[src/hdl/pet_pkg.sv]
package pet_pkg;

    localparam int POS_W     = 12;
    localparam int DIM_W     = 13;
    localparam int TYPE_W    = 16;
    localparam int CODE_W    = 16;
    localparam int VAL_W     = 32;
    localparam int BTN_W     = 2;
    localparam int CFG_IDX_W = 2;

    localparam logic [TYPE_W-1:0] TYPE_KEY = 16'd1;
    localparam logic [TYPE_W-1:0] TYPE_REL = 16'd2;
    localparam logic [TYPE_W-1:0] TYPE_ABS = 16'd3;

    localparam logic [CODE_W-1:0] CODE_X     = 16'h0000;
    localparam logic [CODE_W-1:0] CODE_Y     = 16'h0001;
    localparam logic [CODE_W-1:0] CODE_LEFT  = 16'h0110;
    localparam logic [CODE_W-1:0] CODE_RIGHT = 16'h0111;

    localparam logic [CFG_IDX_W-1:0] CFG_WIDTH  = 2'd0;
    localparam logic [CFG_IDX_W-1:0] CFG_HEIGHT = 2'd1;

    localparam logic [DIM_W-1:0] DIM_RESET_W = 13'd1024;
    localparam logic [DIM_W-1:0] DIM_RESET_H = 13'd768;
    localparam logic [DIM_W-1:0] DIM_MAX     = 13'd4096;

    localparam logic [BTN_W-1:0] MASK_LEFT  = 2'b01;
    localparam logic [BTN_W-1:0] MASK_RIGHT = 2'b10;

    typedef enum logic [2:0] {
        OP_NONE,
        OP_ABS_X,
        OP_ABS_Y,
        OP_REL_X,
        OP_REL_Y,
        OP_KEY_L,
        OP_KEY_R
    } t_op;

    // largest coordinate on an axis; zero is treated as one, oversize as DIM_MAX
    function automatic logic [POS_W-1:0] dim_hi(input logic [DIM_W-1:0] dim);
        if (dim == '0) begin
            return '0;
        end else if (dim > DIM_MAX) begin
            return '1;
        end else begin
            return POS_W'(dim - 13'd1);
        end
    endfunction

endpackage

[src/hdl/pointer_event_tracker.sv]
// Pipeline from input transaction to o_valid: input reg, scale product,
// reciprocal multiply, remainder, then the state/result register.
// Throughput: one event per cycle while i_ready is high; the stages advance independently so
// bubbles collapse and a held result does not block input until the pipeline is full.
// Reset (synchronous, active low): widths 1024/768, pointer at 512/384, no buttons.
module pointer_event_tracker #(
    parameter int ABS_MAX = 32767
) (
    input  logic                            i_clk,
    input  logic                            i_rst_n,
    input  logic                            i_cfg_wr_en,
    input  logic [pet_pkg::CFG_IDX_W-1:0]   i_cfg_idx,
    input  logic [pet_pkg::DIM_W-1:0]       i_cfg_data,
    input  logic                            i_valid,
    output logic                            o_ready,
    input  logic [pet_pkg::TYPE_W-1:0]      i_event_type,
    input  logic [pet_pkg::CODE_W-1:0]      i_event_code,
    input  logic [pet_pkg::VAL_W-1:0]       i_event_value,
    output logic                            o_valid,
    input  logic                            i_ready,
    output logic [pet_pkg::POS_W-1:0]       o_pointer_x,
    output logic [pet_pkg::POS_W-1:0]       o_pointer_y,
    output logic [pet_pkg::BTN_W-1:0]       o_button_mask
);
    import pet_pkg::*;

    localparam int CW    = $clog2(ABS_MAX + 1);
    localparam int PW    = CW + POS_W;
    localparam int REM_W = CW + 1;
    localparam int SUM_W = VAL_W + 2;
    localparam logic [PW:0] RECIP = (PW+1)'((64'd1 << PW) / ABS_MAX);

    // config
    logic [DIM_W-1:0] r_screen_width, r_screen_height;
    logic [POS_W-1:0] hi_x, hi_y;

    // state, doubles as the result register
    logic             r_out_valid;
    logic [POS_W-1:0] r_pos_x, r_pos_y, n_pos_x, n_pos_y;
    logic [BTN_W-1:0] r_btn, n_btn;

    // stage valids and advance enables
    logic r1_v, r2_v, r3_v, r4_v;
    logic en1, en2, en3, en4, adv_out;

    // stage payloads
    logic [TYPE_W-1:0] r1_type;
    logic [CODE_W-1:0] r1_code;
    logic [VAL_W-1:0]  r1_value, r2_value, r3_value, r4_value;
    t_op               r2_op, r3_op, r4_op, n2_op;
    logic [PW-1:0]     r2_prod, r3_prod, n2_prod, n4_qa;
    logic [CW-1:0]     n2_c;
    logic [POS_W-1:0]  n2_hi;
    logic [2*PW:0]     n3_pm;
    logic [POS_W-1:0]  r3_qest, r4_qest, n_abs;
    logic [REM_W-1:0]  r4_rem, n4_rem;

    // relative move
    logic [POS_W-1:0]        rel_base, rel_hi, n_rel;
    logic signed [SUM_W-1:0] n_sum;

    assign hi_x = dim_hi(r_screen_width);
    assign hi_y = dim_hi(r_screen_height);

    assign adv_out = !r_out_valid || i_ready;
    assign en4     = !r4_v || adv_out;
    assign en3     = !r3_v || en4;
    assign en2     = !r2_v || en3;
    assign en1     = !r1_v || en2;
    assign o_ready = en1;

    always_ff @(posedge i_clk) begin
        if (!i_rst_n) begin
            r_screen_width  <= DIM_RESET_W;
            r_screen_height <= DIM_RESET_H;
        end else if (i_cfg_wr_en) begin
            unique case (i_cfg_idx)
                CFG_WIDTH:  r_screen_width  <= i_cfg_data;
                CFG_HEIGHT: r_screen_height <= i_cfg_data;
                default: ;
            endcase
        end
    end

    always_ff @(posedge i_clk) begin
        if (!i_rst_n) begin
            r1_v        <= 1'b0;
            r2_v        <= 1'b0;
            r3_v        <= 1'b0;
            r4_v        <= 1'b0;
            r_out_valid <= 1'b0;
        end else begin
            if (en1) begin
                r1_v <= i_valid;
            end
            if (en2) begin
                r2_v <= r1_v;
            end
            if (en3) begin
                r3_v <= r2_v;
            end
            if (en4) begin
                r4_v <= r3_v;
            end
            if (adv_out) begin
                r_out_valid <= r4_v;
            end
        end
    end

    // stage 1: input register
    always_ff @(posedge i_clk) begin
        if (en1) begin
            r1_type  <= i_event_type;
            r1_code  <= i_event_code;
            r1_value <= i_event_value;
        end
    end

    // stage 2: decode, clamp and scale product
    always_comb begin
        n2_op = OP_NONE;
        if (r1_type == TYPE_ABS) begin
            if (r1_code == CODE_X) begin
                n2_op = OP_ABS_X;
            end else if (r1_code == CODE_Y) begin
                n2_op = OP_ABS_Y;
            end
        end else if (r1_type == TYPE_REL) begin
            if (r1_code == CODE_X) begin
                n2_op = OP_REL_X;
            end else if (r1_code == CODE_Y) begin
                n2_op = OP_REL_Y;
            end
        end else if (r1_type == TYPE_KEY) begin
            if (r1_code == CODE_LEFT) begin
                n2_op = OP_KEY_L;
            end else if (r1_code == CODE_RIGHT) begin
                n2_op = OP_KEY_R;
            end
        end
    end

    always_comb begin
        if (r1_value[VAL_W-1]) begin
            n2_c = '0;
        end else if (r1_value > VAL_W'(ABS_MAX)) begin
            n2_c = CW'(ABS_MAX);
        end else begin
            n2_c = r1_value[CW-1:0];
        end
    end

    assign n2_hi   = (r1_code == CODE_Y) ? hi_y : hi_x;
    assign n2_prod = PW'(n2_c) * PW'(n2_hi);

    always_ff @(posedge i_clk) begin
        if (en2) begin
            r2_op    <= n2_op;
            r2_prod  <= n2_prod;
            r2_value <= r1_value;
        end
    end

    // stage 3: quotient estimate by reciprocal, low by at most one
    assign n3_pm = (2*PW+1)'(r2_prod) * (2*PW+1)'(RECIP);

    always_ff @(posedge i_clk) begin
        if (en3) begin
            r3_op    <= r2_op;
            r3_prod  <= r2_prod;
            r3_qest  <= n3_pm[PW+POS_W-1:PW];
            r3_value <= r2_value;
        end
    end

    // stage 4: remainder of the estimate
    assign n4_qa  = PW'(r3_qest) * PW'(ABS_MAX);
    assign n4_rem = REM_W'(r3_prod - n4_qa);

    always_ff @(posedge i_clk) begin
        if (en4) begin
            r4_op    <= r3_op;
            r4_qest  <= r3_qest;
            r4_rem   <= n4_rem;
            r4_value <= r3_value;
        end
    end

    // final stage: correct quotient, relative saturate, buttons
    assign n_abs = (r4_rem >= REM_W'(ABS_MAX)) ? r4_qest + 1'b1 : r4_qest;

    assign rel_base = (r4_op == OP_REL_Y) ? r_pos_y : r_pos_x;
    assign rel_hi   = (r4_op == OP_REL_Y) ? hi_y : hi_x;
    assign n_sum    = $signed({{(SUM_W-POS_W){1'b0}}, rel_base})
                    + $signed({{(SUM_W-VAL_W){r4_value[VAL_W-1]}}, r4_value});

    always_comb begin
        if (n_sum[SUM_W-1]) begin
            n_rel = '0;
        end else if (n_sum > $signed({{(SUM_W-POS_W){1'b0}}, rel_hi})) begin
            n_rel = rel_hi;
        end else begin
            n_rel = n_sum[POS_W-1:0];
        end
    end

    always_comb begin
        n_pos_x = r_pos_x;
        n_pos_y = r_pos_y;
        n_btn   = r_btn;
        case (r4_op)
            OP_ABS_X: n_pos_x = n_abs;
            OP_ABS_Y: n_pos_y = n_abs;
            OP_REL_X: n_pos_x = n_rel;
            OP_REL_Y: n_pos_y = n_rel;
            OP_KEY_L: n_btn   = (r4_value != '0) ? (r_btn | MASK_LEFT) : (r_btn & ~MASK_LEFT);
            OP_KEY_R: n_btn   = (r4_value != '0) ? (r_btn | MASK_RIGHT)
                                                 : (r_btn & ~MASK_RIGHT);
            default: ;
        endcase
    end

    always_ff @(posedge i_clk) begin
        if (!i_rst_n) begin
            r_pos_x <= POS_W'(DIM_RESET_W >> 1);
            r_pos_y <= POS_W'(DIM_RESET_H >> 1);
            r_btn   <= '0;
        end else if (adv_out && r4_v) begin
            r_pos_x <= n_pos_x;
            r_pos_y <= n_pos_y;
            r_btn   <= n_btn;
        end
    end

    assign o_valid       = r_out_valid;
    assign o_pointer_x   = r_pos_x;
    assign o_pointer_y   = r_pos_y;
    assign o_button_mask = r_btn;

endmodule

[config.mk]
export PLATFORM = sky130hd
export DESIGN_NAME = pointer_event_tracker
export DESIGN_NICKNAME = d
export VERILOG_FILES = /design/src/hdl/pet_pkg.sv /design/src/hdl/pointer_event_tracker.sv
export SDC_FILE = /design/constraint.sdc
export NUM_CORES = 1
export LEC_CHECK = 0
export BUFFER_PORTS_ARGS = -buffer_cell sky130_fd_sc_hd__buf_2
export CAP_MARGIN = 40
export CORE_ASPECT_RATIO = 0.8
export CORE_MARGIN = 10
export CORE_UTILIZATION = 45
export CTS_CLUSTER_SIZE = 16
export DETAILED_ROUTE_END_ITERATION = 12
export SETUP_SLACK_MARGIN = 0.05
export SLEW_MARGIN = 10
export SYNTH_ARGS = -nofsm -noshare
export SYNTH_HDL_FRONTEND = slang
export SYNTH_SLANG_ARGS = --single-unit
[constraint.sdc]
create_clock -name i_clk -period 11.2 [get_ports i_clk]
set_clock_uncertainty 0.2 [all_clocks]
set_input_delay 1.12 -clock i_clk [delete_from_list [all_inputs] [get_ports i_clk]]
set_output_delay 1.12 -clock i_clk [all_outputs]
set_load 0.005 [all_outputs]
==> results of run 1 <==
critical path, cell delays in order, from the launching register on:
cell and delay, ps:
edfxtp_1 360, nor4_1 320, nand4_1 440, nor3_1 340, nand2_1 540, mux2i_1 880, nand2_1 160, fa_1 520
inv_1 50, fa_1 480, fa_1 530, fa_1 560, inv_1 60, fa_1 530, inv_1 50, ha_1 340
a21oi_1 180, o21a_1 190, o21ai_0 160, o311ai_1 410, a31oi_1 230, a211o_1 310, a21oi_1 170, xnor2_1 80
cells in the mapped netlist (all sizes together), types with 26 or more instances:
master  number  area, µm²
xnor2       53        464
nor2       149        559
a21boi      27        203
nand2      244        918
nor3        28        140
edfxtp     251       7540
dfxtp       57       1140
fa         189       3780
o21ai       50        250
inv        297       1110
clkbuf      36        136
a21oi       66        330
nand4       26        169
ha         138       1730
cell families (layout without fill, tap and decap cells):
family	after synthesis	in the layout	share of synthesized area, %
AND/OR/NAND/NOR	607	607	13.2
XOR/XNOR	78	78	3.20
multiplexers	43	43	2.13
flip-flops	308	308	40.7
AO/OA/AOI/OAI	275	275	8.68
adder cells (fa/ha/maj)	329	329	25.9
buffers and inverters	342	487	6.16
other	0	1	0
state kept, by name (all words and copies together) (netlist names), 2 cells and up:
signal	flops
r3_prod	15
r1_code	16
r3_op	3
r4_rem	16
r1_type	16
o_pointer_x	12
r3_value	32
r4_qest	12
r2_op	3
r1_value	32
r_screen_height	13
r3_qest	12
o_pointer_y	12
r4_op	3
o_button_mask	2
r2_value	32
r2_prod	27
r_screen_width	13
r4_value	32
worst max-delay path by stage:
stage | slack (ps) | to | cells after the start
floorplan | 3870 | r2_prod[25] | 26
detailed placement | 2830 | r2_prod[26] | 23
finish | 2840 | r2_prod[26] | 23
global route | 2250 | r2_prod[26] | 23
CTS | 2800 | r2_prod[26] | 23
global placement | 2680 | r2_prod[26] | 23
metal layers:
| layer | vias up | wire length [µm] |
|---|---|---|
| li1 | 6960 | - |
| met2 | 442 | 22800 |
| met1 | 7294 | 24200 |
| met5 | - | 0 |
| met4 | 0 | 1090 |
| met3 | 56 | 4040 |
area by class of cell:
| cell class | instances | area share (%) |
|---|---|---|
| Clock buffer | 37 | 3.53 |
| Timing Repair Buffer | 133 | 3.33 |
| Antenna cell | 1 | 0.0105 |
| Multi-Input combinational cell | 1332 | 47.8 |
| Tap cell | 620 | 3.27 |
| Sequential cell | 308 | 36.5 |
| Inverter | 297 | 4.69 |
| Clock inverter | 20 | 0.848 |
metrics by stage:
stage          setup WS (ps)  std cells  hold slack, ps  area, µm²  utilization [%]
3_5_place_dp            2830       2687             205      22600             48.3
4_1_cts                 2800       2744             192      23700             50.5
5_1_grt                 2250       2747             212      23800             50.6
2_1_floorplan           3870       1982             200      21300                -
3_3_place_gp            2680       2679             201      22600             48.1
6_report                2840       2748             195      23800             50.7
==> results.py, run 1 <==
metrics = {
    "layout": {
        "syn_to_final_growth_pct": 11.4,
        "final_nets": 2514,
        "final_common_cell": "inv_1",
        "multi_input_comb_area_um2": 11400,
        "layout-drive-gt1-share_pct": 11.1,
        "ff_latch_area_um2": 8680,
        "layout_common_cells": "295 x inv_1, 251 x edfxtp_1, 241 x nand2_1, 189 x fa_1, 149 x nor2_1",
        "fillerInstances": 4255,
    },
    "setup_path": {
        "path_max_fanout": 25,
        "reg2regPathDepth": 23,
        "reg2reg_from": "r1_code[9]",
        "crit_required_ps": 11310,
        "regToRegSetupSlack_ps": 2840,
        "start_kind": "flop",
        "startpoint": "r1_code[9]",
        "reg2reg_to": "r2_prod[26]",
        "arrival_ps": 8470,
        "crit_type": "reg -> reg",
        "crit_path_end_kind": "flop",
    },
    "sta": {
        "fmax_mhz": 120,
        "fin_tns_setup_ps": 0,
        "hold_viol": 0,
        "slew_violations": 0,
        "setup_viol": 0,
        "final.period_utilization_pct": 74.7,
        "rsz0062_at_grt": "no",
        "fin_crit_ps": 8360,
        "worst_slew_pin_slew_ps": 929,
        "max-slew-margin-rel_pct": 37.8,
    },
    "cts": {
        "cts_buffers": 31,
        "post-cts-setup-buffer-count": 0,
        "clock_sinks": 308,
        "clk_pin_slew_ps": 60,
        "root_buffer": "clkbuf_16",
        "htree_levels": 1,
        "cts_resized": 0,
        "cts_tree": "yes",
        "max-clock-path-buffers": 3,
        "cts.hold.buffers_added": 0,
        "clk_latency_ps": 590,
    },
    "logic_synthesis": {
        "ys_ff_latch": 308,
        "syn_nets": 2393,
        "synth-async-reset-ratio_pct": 0,
        "yosys_warnings": 0,
        "syn_area_um2": 21300,
        "synth_cells": 1982,
        "ys.flop_type": "edfxtp_1",
        "ys_types": 80,
        "synth_edf_count": 251,
        "yosysSeqAreaShare_pct": 40.7,
        "syn_avg_cell_area_um2": 10.8,
    },
    "route": {
        "via_count": 14800,
        "first_iter_violations": 1135,
        "vias_per_cell": 5.37,
        "ant_nets": 0,
        "wl_per_cell_um": 19.0,
        "routed_wl_um": 52100,
        "first_pass_iters": 5,
        "drc": 0,
    },
    "placed_design": {
        "gp_congestion": 0.948,
        "place_hpwl_um": 42100,
        "portBuffers": 111,
    },
    "global_route": {
        "grt_pass1_wl_um": 81600,
        "grt_usage_pct": 18.0,
        "grtUsageMet2_pct": 27.0,
        "grt_pass1_vias": 14600,
        "overflow": 0,
        "use_met1_pct": 25.9,
        "antenna_found_initial": 1,
        "grt_max_degree": 64,
        "groute.layer.met3.usage_pct": 4.55,
        "grt-busiest-layer": "met2",
    },
    "die": {
        "die-area_um2": 56500,
        "start_util_pct": 45.5,
        "pin_count": 112,
        "die_height_um": 215,
        "die_x_um": 263,
        "coreArea_um2": 46900,
        "fp-row-count": 71,
    },
    "hold_path": {
        "hold_depth": 0,
        "holdPathEnd": "r4_value[16]",
        "hp-class": "reg -> reg",
        "hp-start": "r3_value[16]",
    },
    "run": {
        "max_cap_viol_count": 0,
    },
    "run_status": {
        "status": "completed",
    },
}
Power of run 1 is left out: the tool's default activity adds up to more than one toggle a clock period on the data nets, which glitch-free logic cannot reach.
==> run 2: changes to the inputs <==
- clock period: 11.2 -> 7.8 ns (I/O delays scaled with it)
==> results.py, run 2 (synthesis gave the netlist of run 1 again) <==
metrics = {
    "placed_design": {
        "portBuffers": 111,
        "postPlaceCellArea_um2": 22900,
        "gp_congestion": 0.898,
        "place_hpwl_um": 41500,
    },
    "setup_path": {
        "crit_path_end_kind": "flop",
        "path_max_fanout": 5,
        "crit_type": "reg -> reg",
        "reg2regPathDepth": 25,
        "crit_required_ps": 7880,
        "reg2reg_from": "r_screen_width[2]",
        "regToRegSetupSlack_ps": 320,
        "arrival_ps": 7560,
        "reg2reg_to": "r2_prod[26]",
        "start_kind": "flop",
    },
    "sta": {
        "hold_viol": 0,
        "final.period_utilization_pct": 96.0,
        "rsz0062_at_grt": "yes",
        "fin_tns_setup_ps": 0,
        "fmax_mhz": 134,
        "setup_viol": 0,
        "fin_crit_ps": 7480,
        "slew_violations": 0,
        "worst_slew_pin_slew_ps": 922,
        "max-slew-margin-rel_pct": 38.3,
    },
    "die": {
        "fp-row-count": 71,
        "pin_count": 112,
        "coreArea_um2": 46900,
        "start_util_pct": 45.5,
        "die-area_um2": 56500,
        "die_x_um": 263,
        "die_height_um": 215,
    },
    "route": {
        "ant_nets": 0,
        "wl_per_cell_um": 18.6,
        "drc": 0,
        "first_pass_iters": 8,
        "vias_per_cell": 5.35,
        "routed_wl_um": 52000,
        "first_iter_violations": 1133,
        "via_count": 15000,
    },
    "layout": {
        "final_cell_area_um2": 24300,
        "final_common_cell": "inv_1",
        "antennaDiodeCount": 0,
        "layout_common_cells": "295 x inv_1, 251 x edfxtp_1, 241 x nand2_1, 189 x fa_1, 149 x nor2_1",
        "final_nets": 2561,
        "syn_to_final_growth_pct": 13.8,
        "layout-drive-gt1-share_pct": 13.4,
    },
    "global_route": {
        "grtUsageMet2_pct": 27.5,
        "overflow": 0,
        "antenna_found_initial": 0,
        "grt_pass1_vias": 15100,
        "grt-busiest-layer": "met2",
        "grt_pass1_wl_um": 82200,
        "grt_usage_pct": 18.2,
        "use_met1_pct": 25.4,
        "groute.layer.met3.usage_pct": 4.61,
        "grt_max_degree": 64,
    },
    "hold_path": {
        "hp-start": "r2_value[31]",
        "hold_depth": 0,
        "hp-class": "reg -> reg",
        "holdPathEnd": "r3_value[31]",
    },
    "run_status": {
        "status": "completed",
    },
    "cts": {
        "cts_tree": "yes",
        "clk_pin_slew_ps": 60,
        "max-clock-path-buffers": 3,
        "clk_latency_ps": 550,
        "cts_buffers": 35,
        "root_buffer": "clkbuf_16",
        "clock_sinks": 308,
        "cts.hold.buffers_added": 0,
        "htree_levels": 2,
    },
    "run": {
        "max_cap_viol_count": 0,
    },
}
==> run 2: cell type report <==
type | count | area [µm²]
Tap cell | 620 | 776
Clock buffer | 41 | 935
Inverter | 297 | 1110
Sequential cell | 308 | 8680
Clock inverter | 21 | 206
Multi-Input combinational cell | 1332 | 11400
Timing Repair Buffer | 176 | 1140
Fill cell | 4201 | 22600
==> run 2: routing by layer <==
metal / vias up / share of wire, %
li1: 7067 / -
met1: 7374 / 46
met2: 441 / 45
met3: 70 / 7.2
met4: 0 / 2.3
met5: - / 0
==> run 2: stage by stage <==
step | util (%) | hold WS, ps | setup slack (ps) | cells
after floorplan | - | 200 | 471 | 1982
after global placement | 48.9 | 202 | 249 | 2725
after detailed placement | 48.9 | 205 | 155 | 2726
after CTS | 51.4 | 183 | 89.7 | 2788
after global routing | 51.7 | 190 | 19.8 | 2795
final | 51.7 | 203 | 315 | 2795
==> run 2: worst max-delay path by stage <==
stage                      start           to  slack, ps
2_1_floorplan  r_screen_width[2]  r2_prod[25]        470
3_3_place_gp   r_screen_width[2]  r2_prod[26]        250
5_1_grt        r_screen_width[2]  r2_prod[26]         20
6_report       r_screen_width[2]  r2_prod[26]        320
4_1_cts        r_screen_width[2]  r2_prod[26]         90
3_5_place_dp   r_screen_width[2]  r2_prod[26]        160
==> run 2: timing repair <==
| item | 4_1_cts | 5_1_grt |
|---|---|---|
| endpoints found under the setup margin | 0 | 5 |
| resized for setup | 0 | 15 |
| endpoints found under the hold margin | 0 | 0 |
| setup buffers | 0 | 3 |
==> run 2: worst max-delay path, stage by stage, from the launching register on <==
cell      delay, ps
dfxtp_1         350
or3_1           440
or4_4           460
nor2b_2         190
nand2_1          80
mux2_2          220
o22ai_1          90
mux2_4          320
or2_1           250
fa_1            490
fa_1            560
inv_1            70
fa_1            510
fa_1            560
inv_1            60
fa_1            530
inv_1            50
ha_1            300
and4_1          210
o21ai_0          70
o21ai_1         130
o311ai_2        350
a31oi_2         180
a211o_1         290
a21oi_1         190
xnor2_1          80
Power of run 2 is left out for the same reason.
